<file path="src/hw/rtl/pidf_pkg.sv">
// shared types, register codes and port sizing for the filtered pid controller
package pidf_pkg;

  localparam int DEF_VALUE_WIDTH = 32;
  localparam int DEF_FRAC_BITS   = 16;
  localparam int GAIN_W          = 28;

  // control law codes (code 3 runs the filtered positional law)
  localparam logic [1:0] LAW_PLAIN = 2'd0;
  localparam logic [1:0] LAW_INCR  = 2'd2;

  localparam logic OP_CLEAR = 1'b1;

  typedef enum logic [2:0] {
    REG_LAW_MODE,
    REG_PROP_GAIN,
    REG_INTEG_GAIN,
    REG_DERIV_GAIN,
    REG_OUTPUT_LIMIT,
    REG_INTEG_TERM_LIMIT,
    REG_ERROR_SUM_LIMIT
  } reg_idx_t;

  typedef enum logic [2:0] {
    PH_IDLE,
    PH_EXEC,
    PH_LOAD,
    PH_LO,
    PH_HI,
    PH_RND
  } phase_t;

  typedef enum logic [4:0] {
    ST_START,
    ST_MEAS_A,
    ST_MEAS_B,
    ST_ERR_RAW,
    ST_ERR_A,
    ST_ERR_B,
    ST_ACC,
    ST_PROP,
    ST_INTEG,
    ST_DERIV,
    ST_DF_A,
    ST_DF_B,
    ST_CLAMP,
    ST_SUM_P,
    ST_SUM_I,
    ST_SUM_D,
    ST_OUT_A,
    ST_OUT_B,
    ST_FINAL
  } step_t;

  function automatic int cfg_data_w(input int vw);
    return (vw - 1 > 32) ? 64 : 32;
  endfunction

  function automatic int cfg_addr_w(input int vw);
    return (vw - 1 > 32) ? 6 : 5;
  endfunction

endpackage

</file>
<file path="src/hw/rtl/pid_controller_filtered.sv">
// fixed-point pid controller with plain, filtered and incremental laws on one shared multiplier
//
// Input channel (in_valid/in_stall) carries opcode, measured_value and target_value; output
// channel (out_valid/out_stall) returns drive_value with the two clamp flags, one result per
// input transfer. Gains, limits and the law are written over the APB port; the user must
// write them only while idle, as the block does not enforce it. A read returns the stored value.
// One control step runs as a microsequence on a single multiplier that handles the operand
// in two halves: each product passes through operand load, low half, high half, and round
// and saturate, and each add/saturate step runs as a step of its own without the multiplier.
// in_stall stays high from the input transfer until the result is loaded into the output
// register, so a new item is taken only after the previous result has been loaded there.
// The output register holds a result while out_stall is high; a following item may run
// meanwhile and waits in its last step until that register is free.
// Synchronous reset sets law_mode to filtered positional, all gains and limits to zero, and
// clears the controller history and the output valid.
module pid_controller_filtered
  import pidf_pkg::*;
#(
  parameter int VALUE_WIDTH = DEF_VALUE_WIDTH,
  parameter int FRAC_BITS   = DEF_FRAC_BITS
) (
  input  logic                                   clk,
  input  logic                                   rst,
  input  logic                                   in_valid,
  output logic                                   in_stall,
  input  logic                                   opcode,
  input  logic signed [VALUE_WIDTH-1:0]          measured_value,
  input  logic signed [VALUE_WIDTH-1:0]          target_value,
  output logic                                   out_valid,
  input  logic                                   out_stall,
  output logic signed [VALUE_WIDTH-1:0]          drive_value,
  output logic                                   output_clamped,
  output logic                                   integral_clamped,
  input  logic                                   psel,
  input  logic                                   penable,
  input  logic                                   pwrite,
  input  logic [cfg_addr_w(VALUE_WIDTH)-1:0]     paddr,
  input  logic [cfg_data_w(VALUE_WIDTH)-1:0]     pwdata,
  output logic [cfg_data_w(VALUE_WIDTH)-1:0]     prdata,
  output logic                                   pready
);

  localparam int VW    = VALUE_WIDTH;
  localparam int OW    = VW + 3;          // widest signed operand (second difference)
  localparam int MW    = VW + 2;          // operand magnitude
  localparam int LO_W  = (MW + 1) / 2;
  localparam int PW    = MW + GAIN_W;     // exact product
  localparam int RW    = PW + 1;
  localparam int QW    = PW + 1 - FRAC_BITS;
  localparam int LW    = VW - 1;
  localparam int DW    = cfg_data_w(VALUE_WIDTH);
  localparam int AW    = cfg_addr_w(VALUE_WIDTH);

  localparam longint unsigned ONE_L = 64'd1 << FRAC_BITS;
  localparam longint unsigned C95_L = (95 * ONE_L + 50) / 100;
  localparam longint unsigned C85_L = (85 * ONE_L + 50) / 100;
  localparam logic [GAIN_W-1:0] C95  = GAIN_W'(C95_L);
  localparam logic [GAIN_W-1:0] C95C = GAIN_W'(ONE_L - C95_L);
  localparam logic [GAIN_W-1:0] C85  = GAIN_W'(C85_L);
  localparam logic [GAIN_W-1:0] C85C = GAIN_W'(ONE_L - C85_L);

  localparam logic [RW-1:0] HALF_Q  = RW'(ONE_L >> 1);
  localparam logic [QW-1:0] CAP_POS = {{(QW-VW+1){1'b0}}, {(VW-1){1'b1}}};
  localparam logic [QW-1:0] CAP_NEG = CAP_POS + QW'(1);
  localparam logic signed [OW-1:0] VMAX_O = {4'b0000, {(VW-1){1'b1}}};
  localparam logic signed [OW-1:0] VMIN_O = {4'b1111, {(VW-1){1'b0}}};

  function automatic logic signed [OW-1:0] ext(input logic signed [VW-1:0] x);
    return {{(OW-VW){x[VW-1]}}, x};
  endfunction

  function automatic logic signed [VW-1:0] sat_v(input logic signed [OW-1:0] x);
    if (x > VMAX_O) return VMAX_O[VW-1:0];
    if (x < VMIN_O) return VMIN_O[VW-1:0];
    return x[VW-1:0];
  endfunction

  // {hit, value}
  function automatic logic [VW:0] clamp_sym(input logic signed [VW-1:0] x,
                                            input logic [LW-1:0] lim);
    logic signed [VW:0] xe;
    logic signed [VW:0] lp;
    logic signed [VW:0] ln;
    xe = {x[VW-1], x};
    lp = {2'b00, lim};
    ln = -lp;
    if (xe > lp) return {1'b1, lp[VW-1:0]};
    if (xe < ln) return {1'b1, ln[VW-1:0]};
    return {1'b0, x};
  endfunction

  // configuration
  logic [1:0]        law_mode;
  logic [GAIN_W-1:0] prop_gain;
  logic [GAIN_W-1:0] integ_gain;
  logic [GAIN_W-1:0] deriv_gain;
  logic [LW-1:0]     output_limit;
  logic [LW-1:0]     integ_term_limit;
  logic [LW-1:0]     error_sum_limit;

  // controller history
  logic signed [VW-1:0] filtered_measure;
  logic signed [VW-1:0] error_now;
  logic signed [VW-1:0] error_prev;
  logic signed [VW-1:0] error_prev2;
  logic signed [VW-1:0] error_accum;
  logic signed [VW-1:0] prev_deriv_term;
  logic signed [VW-1:0] prev_output;

  // working registers
  logic                 op_reg;
  logic signed [VW-1:0] meas;
  logic signed [VW-1:0] targ;
  logic signed [VW-1:0] t0;
  logic signed [VW-1:0] t1;
  logic signed [VW-1:0] p_term;
  logic signed [VW-1:0] i_term;
  logic signed [VW-1:0] d_term;
  logic signed [OW-1:0] sum;
  logic                 ihit;

  // shared multiplier
  logic                    mneg;
  logic [MW-1:0]           mmag;
  logic [GAIN_W-1:0]       mgain;
  logic [PW-1:0]           acc;
  logic [LO_W-1:0]         mpart;
  logic [LO_W+GAIN_W-1:0]  prod;
  logic signed [OW-1:0]    opnd;
  logic [OW-1:0]           opnd_mag;
  logic [GAIN_W-1:0]       gain_sel;
  logic [RW-1:0]           rsum;
  logic [QW-1:0]           qv;
  logic [QW-1:0]           cap;
  logic [QW-1:0]           rmag;
  logic [VW-1:0]           rv;
  logic signed [VW-1:0]    rres;

  // sequencer
  phase_t phase;
  phase_t phase_next;
  step_t  step;
  step_t  step_next;
  step_t  succ;
  logic   in_xfer;
  logic   out_xfer;
  logic   fire_final;
  logic   is_plain;
  logic   is_incr;
  logic   succ_mul;
  logic   blend_b;

  logic [VW:0] ci;
  logic [VW:0] ca;
  logic [VW:0] fo;

  logic     cfg_wr;
  reg_idx_t cfg_idx;

  assign pready   = 1'b1;
  assign cfg_wr   = psel & penable & pwrite;
  assign cfg_idx  = reg_idx_t'(paddr[AW-1:AW-3]);
  assign is_plain = (law_mode == LAW_PLAIN);
  assign is_incr  = (law_mode == LAW_INCR);
  assign out_xfer = out_valid & ~out_stall;

  always_comb begin
    unique case (cfg_idx)
      REG_LAW_MODE:         prdata = DW'(law_mode);
      REG_PROP_GAIN:        prdata = DW'(prop_gain);
      REG_INTEG_GAIN:       prdata = DW'(integ_gain);
      REG_DERIV_GAIN:       prdata = DW'(deriv_gain);
      REG_OUTPUT_LIMIT:     prdata = DW'(output_limit);
      REG_INTEG_TERM_LIMIT: prdata = DW'(integ_term_limit);
      REG_ERROR_SUM_LIMIT:  prdata = DW'(error_sum_limit);
      default:              prdata = '0;
    endcase
  end

  // sequencer: next step, next phase, handshake
  always_comb begin
    unique case (step)
      ST_START:   succ = (op_reg == OP_CLEAR) ? ST_FINAL : (is_plain ? ST_ERR_RAW : ST_MEAS_A);
      ST_MEAS_A:  succ = ST_MEAS_B;
      ST_MEAS_B:  succ = ST_ERR_RAW;
      ST_ERR_RAW: succ = is_plain ? ST_ACC : ST_ERR_A;
      ST_ERR_A:   succ = ST_ERR_B;
      ST_ERR_B:   succ = ST_ACC;
      ST_ACC:     succ = ST_PROP;
      ST_PROP:    succ = ST_INTEG;
      ST_INTEG:   succ = ST_DERIV;
      ST_DERIV:   succ = is_plain ? ST_CLAMP : ST_DF_A;
      ST_DF_A:    succ = ST_DF_B;
      ST_DF_B:    succ = ST_CLAMP;
      ST_CLAMP:   succ = ST_SUM_P;
      ST_SUM_P:   succ = ST_SUM_I;
      ST_SUM_I:   succ = ST_SUM_D;
      ST_SUM_D:   succ = is_plain ? ST_FINAL : ST_OUT_A;
      ST_OUT_A:   succ = ST_OUT_B;
      ST_OUT_B:   succ = ST_FINAL;
      default:    succ = ST_START;
    endcase

    succ_mul = (succ == ST_MEAS_A) || (succ == ST_MEAS_B) || (succ == ST_ERR_A) ||
               (succ == ST_ERR_B) || (succ == ST_PROP) || (succ == ST_INTEG) ||
               (succ == ST_DERIV) || (succ == ST_DF_A) || (succ == ST_DF_B) ||
               (succ == ST_OUT_A) || (succ == ST_OUT_B);
    blend_b  = (step == ST_MEAS_B) || (step == ST_ERR_B) || (step == ST_DF_B) ||
               (step == ST_OUT_B);

    in_stall   = (phase != PH_IDLE);
    in_xfer    = in_valid & ~in_stall;
    fire_final = (phase == PH_EXEC) && (step == ST_FINAL) && (~out_valid | ~out_stall);

    phase_next = phase;
    step_next  = step;
    unique case (phase)
      PH_IDLE: begin
        if (in_xfer) begin
          phase_next = PH_EXEC;
          step_next  = ST_START;
        end
      end
      PH_EXEC: begin
        if (step == ST_FINAL) begin
          if (fire_final) phase_next = PH_IDLE;
        end else begin
          step_next  = succ;
          phase_next = succ_mul ? PH_LOAD : PH_EXEC;
        end
      end
      PH_LOAD: phase_next = PH_LO;
      PH_LO:   phase_next = PH_HI;
      PH_HI:   phase_next = PH_RND;
      PH_RND: begin
        if (blend_b) begin
          phase_next = PH_EXEC;
        end else begin
          step_next  = succ;
          phase_next = succ_mul ? PH_LOAD : PH_EXEC;
        end
      end
      default: phase_next = PH_IDLE;
    endcase
  end

  always_ff @(posedge clk) begin
    if (rst) begin
      phase <= PH_IDLE;
      step  <= ST_START;
    end else begin
      phase <= phase_next;
      step  <= step_next;
    end
  end

  // operand and coefficient for the next product
  always_comb begin
    unique case (step)
      ST_MEAS_A: opnd = ext(meas);
      ST_MEAS_B: opnd = ext(filtered_measure);
      ST_ERR_A:  opnd = ext(error_now);
      ST_ERR_B:  opnd = ext(error_prev);
      ST_PROP:   opnd = is_incr ? ext(error_now) - ext(error_prev) : ext(error_now);
      ST_INTEG:  opnd = is_incr ? ext(error_now) : ext(error_accum);
      ST_DERIV:  opnd = is_incr ? ext(error_now) - (ext(error_prev) <<< 1) + ext(error_prev2)
                                : ext(error_now) - ext(error_prev);
      ST_DF_A:   opnd = ext(d_term);
      ST_DF_B:   opnd = ext(prev_deriv_term);
      ST_OUT_A:  opnd = sum;
      ST_OUT_B:  opnd = ext(prev_output);
      default:   opnd = '0;
    endcase

    unique case (step)
      ST_MEAS_A:                     gain_sel = C95;
      ST_MEAS_B:                     gain_sel = C95C;
      ST_ERR_A, ST_DF_A, ST_OUT_A:   gain_sel = C85;
      ST_ERR_B, ST_DF_B, ST_OUT_B:   gain_sel = C85C;
      ST_PROP:                       gain_sel = prop_gain;
      ST_INTEG:                      gain_sel = integ_gain;
      ST_DERIV:                      gain_sel = deriv_gain;
      default:                       gain_sel = '0;
    endcase
  end

  assign opnd_mag = opnd[OW-1] ? (~opnd + OW'(1)) : opnd;

  // one multiplier, low half then high half of the magnitude
  assign mpart = (phase == PH_LO) ? mmag[LO_W-1:0] : LO_W'(mmag[MW-1:LO_W]);
  assign prod  = mpart * mgain;

  // round half away from zero on the magnitude, then saturate and restore the sign
  assign rsum = {1'b0, acc} + HALF_Q;
  assign qv   = rsum[PW:FRAC_BITS];
  assign cap  = mneg ? CAP_NEG : CAP_POS;
  assign rmag = (qv > cap) ? cap : qv;
  assign rv   = rmag[VW-1:0];
  assign rres = mneg ? (~rv + VW'(1)) : rv;

  assign ci = clamp_sym(i_term, integ_term_limit);
  assign ca = clamp_sym(error_accum, error_sum_limit);
  assign fo = clamp_sym(sum[VW-1:0], output_limit);

  // configuration, history and output valid
  always_ff @(posedge clk) begin
    if (rst) begin
      law_mode         <= 2'd1;
      prop_gain        <= '0;
      integ_gain       <= '0;
      deriv_gain       <= '0;
      output_limit     <= '0;
      integ_term_limit <= '0;
      error_sum_limit  <= '0;
      filtered_measure <= '0;
      error_now        <= '0;
      error_prev       <= '0;
      error_prev2      <= '0;
      error_accum      <= '0;
      prev_deriv_term  <= '0;
      prev_output      <= '0;
      out_valid        <= 1'b0;
    end else begin
      if (cfg_wr) begin
        unique case (cfg_idx)
          REG_LAW_MODE:         law_mode         <= pwdata[1:0];
          REG_PROP_GAIN:        prop_gain        <= pwdata[GAIN_W-1:0];
          REG_INTEG_GAIN:       integ_gain       <= pwdata[GAIN_W-1:0];
          REG_DERIV_GAIN:       deriv_gain       <= pwdata[GAIN_W-1:0];
          REG_OUTPUT_LIMIT:     output_limit     <= pwdata[LW-1:0];
          REG_INTEG_TERM_LIMIT: integ_term_limit <= pwdata[LW-1:0];
          REG_ERROR_SUM_LIMIT:  error_sum_limit  <= pwdata[LW-1:0];
          default: ;
        endcase
      end

      if (fire_final) begin
        out_valid <= 1'b1;
      end else if (out_xfer) begin
        out_valid <= 1'b0;
      end

      if (phase == PH_EXEC) begin
        unique case (step)
          ST_START: begin
            if (op_reg == OP_CLEAR) begin
              filtered_measure <= '0;
              error_now        <= '0;
              error_prev       <= '0;
              error_prev2      <= '0;
              error_accum      <= '0;
              prev_deriv_term  <= '0;
              prev_output      <= '0;
            end else begin
              error_prev <= error_now;
              // the plain law keeps the older error and takes the raw measurement
              if (is_plain) filtered_measure <= meas;
              else          error_prev2      <= error_prev;
            end
          end
          ST_MEAS_B:  filtered_measure <= sat_v(ext(t0) + ext(t1));
          ST_ERR_RAW: error_now        <= sat_v(ext(targ) - ext(filtered_measure));
          ST_ERR_B:   error_now        <= sat_v(ext(t0) + ext(t1));
          ST_ACC:     error_accum      <= sat_v(ext(error_accum) + ext(error_now));
          ST_DF_B:    prev_deriv_term  <= sat_v(ext(t0) + ext(t1));
          ST_CLAMP: begin
            error_accum <= ca[VW-1:0];
            if (is_plain) prev_deriv_term <= d_term;
          end
          ST_FINAL: begin
            if (fire_final) prev_output <= fo[VW-1:0];
          end
          default: ;
        endcase
      end
    end
  end

  // working registers, multiplier and output payload
  always_ff @(posedge clk) begin
    if (in_xfer) begin
      op_reg <= opcode;
      meas   <= measured_value;
      targ   <= target_value;
    end

    unique case (phase)
      PH_LOAD: begin
        mneg  <= opnd[OW-1];
        mmag  <= opnd_mag[MW-1:0];
        mgain <= gain_sel;
      end
      PH_LO: acc <= PW'(prod);
      PH_HI: acc <= acc + (PW'(prod) << LO_W);
      PH_RND: begin
        unique case (step)
          ST_PROP:  p_term <= rres;
          ST_INTEG: i_term <= rres;
          ST_DERIV: d_term <= rres;
          ST_MEAS_B, ST_ERR_B, ST_DF_B, ST_OUT_B: t1 <= rres;
          default:  t0 <= rres;
        endcase
      end
      PH_EXEC: begin
        unique case (step)
          ST_START: begin
            sum  <= '0;
            ihit <= 1'b0;
          end
          ST_CLAMP: begin
            i_term <= ci[VW-1:0];
            ihit   <= ci[VW] | ca[VW];
          end
          ST_SUM_P: sum <= (is_incr ? ext(prev_output) : '0) + ext(p_term);
          ST_SUM_I: sum <= sum + ext(i_term);
          ST_SUM_D: sum <= ext(sat_v(sum + ext(prev_deriv_term)));
          ST_OUT_B: sum <= ext(sat_v(ext(t0) + ext(t1)));
          default: ;
        endcase
      end
      default: ;
    endcase

    if (fire_final) begin
      drive_value      <= fo[VW-1:0];
      output_clamped   <= fo[VW];
      integral_clamped <= ihit;
    end
  end

endmodule

</file>
<file path="config.mk">
export PLATFORM = sky130hd
export DESIGN_NAME = pid_controller_filtered
export DESIGN_NICKNAME = d
export VERILOG_FILES = /design/src/hw/rtl/pidf_pkg.sv /design/src/hw/rtl/pid_controller_filtered.sv
export SDC_FILE = /design/constraint.sdc
export NUM_CORES = 2
export LEC_CHECK = 0
export ABC_CLOCK_PERIOD_IN_PS = 12360
export BUFFER_PORTS_ARGS = -buffer_cell sky130_fd_sc_hd__buf_2
export CORE_MARGIN = 2
export CORE_UTILIZATION = 50
export CTS_CLUSTER_SIZE = 12
export DETAILED_ROUTE_END_ITERATION = 8
export PLACE_DENSITY = 0.66
export SLEW_MARGIN = 10
export SYNTH_ARGS = -nofsm -noshare
export SYNTH_HDL_FRONTEND = slang
export SYNTH_SLANG_ARGS = --single-unit
</file>
<file path="constraint.sdc">
create_clock -name clk -period 12.36 [get_ports clk]
set_clock_uncertainty 0.2 [all_clocks]
set_input_delay 1.236 -clock clk [delete_from_list [all_inputs] [get_ports clk]]
set_output_delay 1.236 -clock clk [all_outputs]
set_load 0.02 [all_outputs]
</file>
==> results.md <==
* Cell type contributing the most total cell area after synthesis: sky130_fd_sc_hd__edfxtp_1
* Root buffer cell: sky130_fd_sc_hd__clkbuf_16
* Hpwl dp at 253 mm
* Most frequently used cell type in the post-synthesis netlist: sky130_fd_sc_hd__nand2_1
* Number of instances in the synthesized netlist at 9257
* Final critical delay including setup and external delays at 11.04 ns
* Chip width at 398 um
* Weighted congestion at the end of routability-driven global placement at 1.08
* Period Utilization, post-route at 89.3%
* Count of buffers from port buffering at 172
* Worst slew pin tran at between 1 and 1.5 ns
* Post-detailed-route wirelength per cell at 28.7 um
* CTS-repair resized insts at 0
* Path class of the lowest-slack min-delay path: reg -> reg
* Vias in the first global route at around 69000
* Post-synthesis area per instance at 8.37 um2
* Net count after synthesis at 10400
* Arrival @ worst endpoint at 11.35 ns
* Crit Path Class: reg -> reg
* Die area at 158000 um2
* Share of synthesized registers carrying an async set or reset at 0%
* Layout filler cell count at 14500
* Core utilization of the finished layout at 54.7%
* Max Cap Viol at 0
* Violation count after the first detailed-route iteration at 9669
* Starting Density at 50.3%
* H-tree depth reported by CTS at 3
* Largest fanout on the critical path at 28
* First-pass GRT wire length at 470 mm
* Row count at between 100 and 150
* Vert. Die Dim at roughly 400 um
* Relative slew margins at 4.39%
* Outcome: complete, but fails checks
* Unrepaired setup endpoints after global routing: no
* TritonCTS clock tree: done
* Top-level I/O count at roughly 180
* Post-CTS Hold Buffers at 0
* Delay of the slowest cell on the worst path at 0.63 ns
* Count of yosys warnings during synthesis at 0
* Post-layout net count at 10400
* Synth top area share at 15.7%
* Ranking of synthesized cells by area: sky130_fd_sc_hd__edfxtp_1 16%, sky130_fd_sc_hd__fa_1 11%, sky130_fd_sc_hd__dfxtp_1 11%
* Drc violations at 31
* Nature of the critical path startpoint: flip-flop
* Via density per instance at approximately 6.5
* Max stage delay cell, worst path: sky130_fd_sc_hd__dfxtp_1
* Largest registers: acc: 47 flops, sum: 35 flops, mmag: 34 flops
* Flip-flop and latch count after synthesis at 817
* Sequential fraction of the synthesis area at 26.3%
* Core ar. at 154000 um2
* Buffers inserted by post-CTS timing repair at 0
* Register name with the most flops: acc
* Share of final-layout standard cells stronger than drive strength 1 at 7.10%
* Total negative slack at 0 ns
* Number of slew-limit violations in the final report at 0
* Cell area after synthesis at 77500 um2
* Top post-synthesis cells by count: 1240 x sky130_fd_sc_hd__nand2_1, 917 x sky130_fd_sc_hd__inv_1, 709 x sky130_fd_sc_hd__a21oi_1
* Number of antenna violations at the first check in global routing at 36
* Iteration count of the initial detailed-routing pass at 9
* Violated checks: DRC
* Post-DRT Antenna Nets at 0
* Clock transition at path regs at 0.06 ns
* Remaining Overflow, GRT at 0
* Number of endpoints with negative hold slack in the final report at 0
* CP endpoint kind: flip-flop
* Insertion delay of the later-clocked pin in the worst-skew pair at approximately 0.81 ns
* Critical path required time at 12.67 ns
* TritonCTS Buffers at 97
* Synth Flop Type: sky130_fd_sc_hd__dfxtp_1
* Number of distinct standard cells referenced by the synthesized netlist at 106
* Number of clock sinks at 817
* Highest clock frequency the design can meet at 90.6 MHz
* Global-route usage over all layers at 40.5%
* Routed vias at 73600
* Largest net degree at the start of global routing at 90
* Number of flops mapped to enable cells by yosys at 405
* Flip-flop count of the largest register after layout at 47
* Maximum clock path buffer count at 3
* Number of endpoints failing setup at the final stage at 0
* Area added between synthesis and finish at 8.71%
* Total routed wirelength at 326 mm
-- final timing paths --
path,start,end,slack (ns),cells past startpoint
min,prop_gain[2],prop_gain[2],0.27,2
min reg2reg,prop_gain[2],prop_gain[2],0.27,2
max reg2reg,phase[2],acc[60],1.32,38
max,phase[2],acc[60],1.32,38
-- metal layers --
layer / share of wire, % / GRT usage, % / vias to the layer above / routed length, um
li1: - / - / 32500 / -
met1: 39 / 52.6 / 35800 / 127000
met2: 41 / 58.4 / 4319 / 135000
met3: 11 / 11.1 / 903 / 37400
met4: 8.2 / 27.6 / 34 / 26800
met5: 0.11 / 0.0303 / - / 374
-- cell type report --
type | instances | area, um2 | share of cell area (%)
clock inverter | 50 | 762 | 0.905
antenna | 18 | 45.0 | 0.0535
sequential | 817 | 20400 | 24.2
tap | 2044 | 2560 | 3.04
clock buffer | 131 | 2720 | 3.23
timing repair buffer | 352 | 2220 | 2.64
inverter | 918 | 3450 | 4.09
multi-input combinational | 7037 | 52100 | 61.8
-- worst max-delay path: cells and delay by family (launching register included) --
kind / cells / cell delay [ns]
AO/OA/AOI/OAI: 12 / 3.44
adder cells (fa/ha/maj): 8 / 3.26
AND/OR/NAND/NOR: 9 / 1.61
buffers and inverters: 7 / 1.25
flip-flops: 1 / 0.63
XOR/XNOR: 2 / 0.38
-- layout by cell type (no fill, tap or decap), types with 38 or more instances in the layout --
cell type,Yosys,routed
sky130_fd_sc_hd__nand2_1,1240,1238
sky130_fd_sc_hd__inv_1,917,917
sky130_fd_sc_hd__a21oi_1,709,702
sky130_fd_sc_hd__ha_1,653,653
sky130_fd_sc_hd__nor2_1,568,553
sky130_fd_sc_hd__fa_1,429,429
sky130_fd_sc_hd__dfxtp_1,412,412
sky130_fd_sc_hd__edfxtp_1,405,405
sky130_fd_sc_hd__o21ai_0,372,369
sky130_fd_sc_hd__xnor2_1,321,321
sky130_fd_sc_hd__a21o_1,231,231
sky130_fd_sc_hd__a22oi_1,222,222
sky130_fd_sc_hd__and2_1,212,211
sky130_fd_sc_hd__buf_4,4,178
sky130_fd_sc_hd__nand3_1,173,172
sky130_fd_sc_hd__buf_2,21,171
sky130_fd_sc_hd__nor3_1,175,166
sky130_fd_sc_hd__xor2_1,152,152
sky130_fd_sc_hd__nand4_1,119,119
sky130_fd_sc_hd__a211oi_1,112,112
sky130_fd_sc_hd__clkbuf_16,0,100
sky130_fd_sc_hd__o21a_1,88,86
sky130_fd_sc_hd__a221oi_1,86,86
sky130_fd_sc_hd__nand2b_1,78,78
sky130_fd_sc_hd__and3_1,79,77
sky130_fd_sc_hd__nor2b_1,77,76
sky130_fd_sc_hd__o211ai_1,76,76
sky130_fd_sc_hd__a31oi_1,69,69
sky130_fd_sc_hd__mux2i_1,64,64
sky130_fd_sc_hd__or3_1,58,58
sky130_fd_sc_hd__o21bai_1,48,48
sky130_fd_sc_hd__a222oi_1,39,39
sky130_fd_sc_hd__o22ai_1,43,38
-- logic make-up after synthesis --
kind of cell	synth area share (%)
AO/OA/AOI/OAI	20.9
XOR/XNOR	5.38
adder cells (fa/ha/maj)	21.7
buffers and inverters	6.86
flip-flops	26.3
multiplexers	1.16
other	0.00969
AND/OR/NAND/NOR	17.7
-- through the flow --
| stage | hold WS, ns | instances | worst slack (ns) | instance area [um2] |
|---|---|---|---|---|
| after detailed placement | 0.260 | 11200 | 1.47 | 80700 |
| after floorplan | 0.200 | 9257 | 2.89 | 77500 |
| final | 0.270 | 11400 | 1.32 | 84200 |
| after global placement | 0.256 | 11200 | 1.49 | 80700 |
| after global routing | 0.286 | 11400 | 0.590 | 84200 |
| after CTS | 0.268 | 11300 | 1.42 | 84100 |
Power is not shown: default switching activity piles up to over one toggle a cycle in this logic, so the estimate is an artifact.
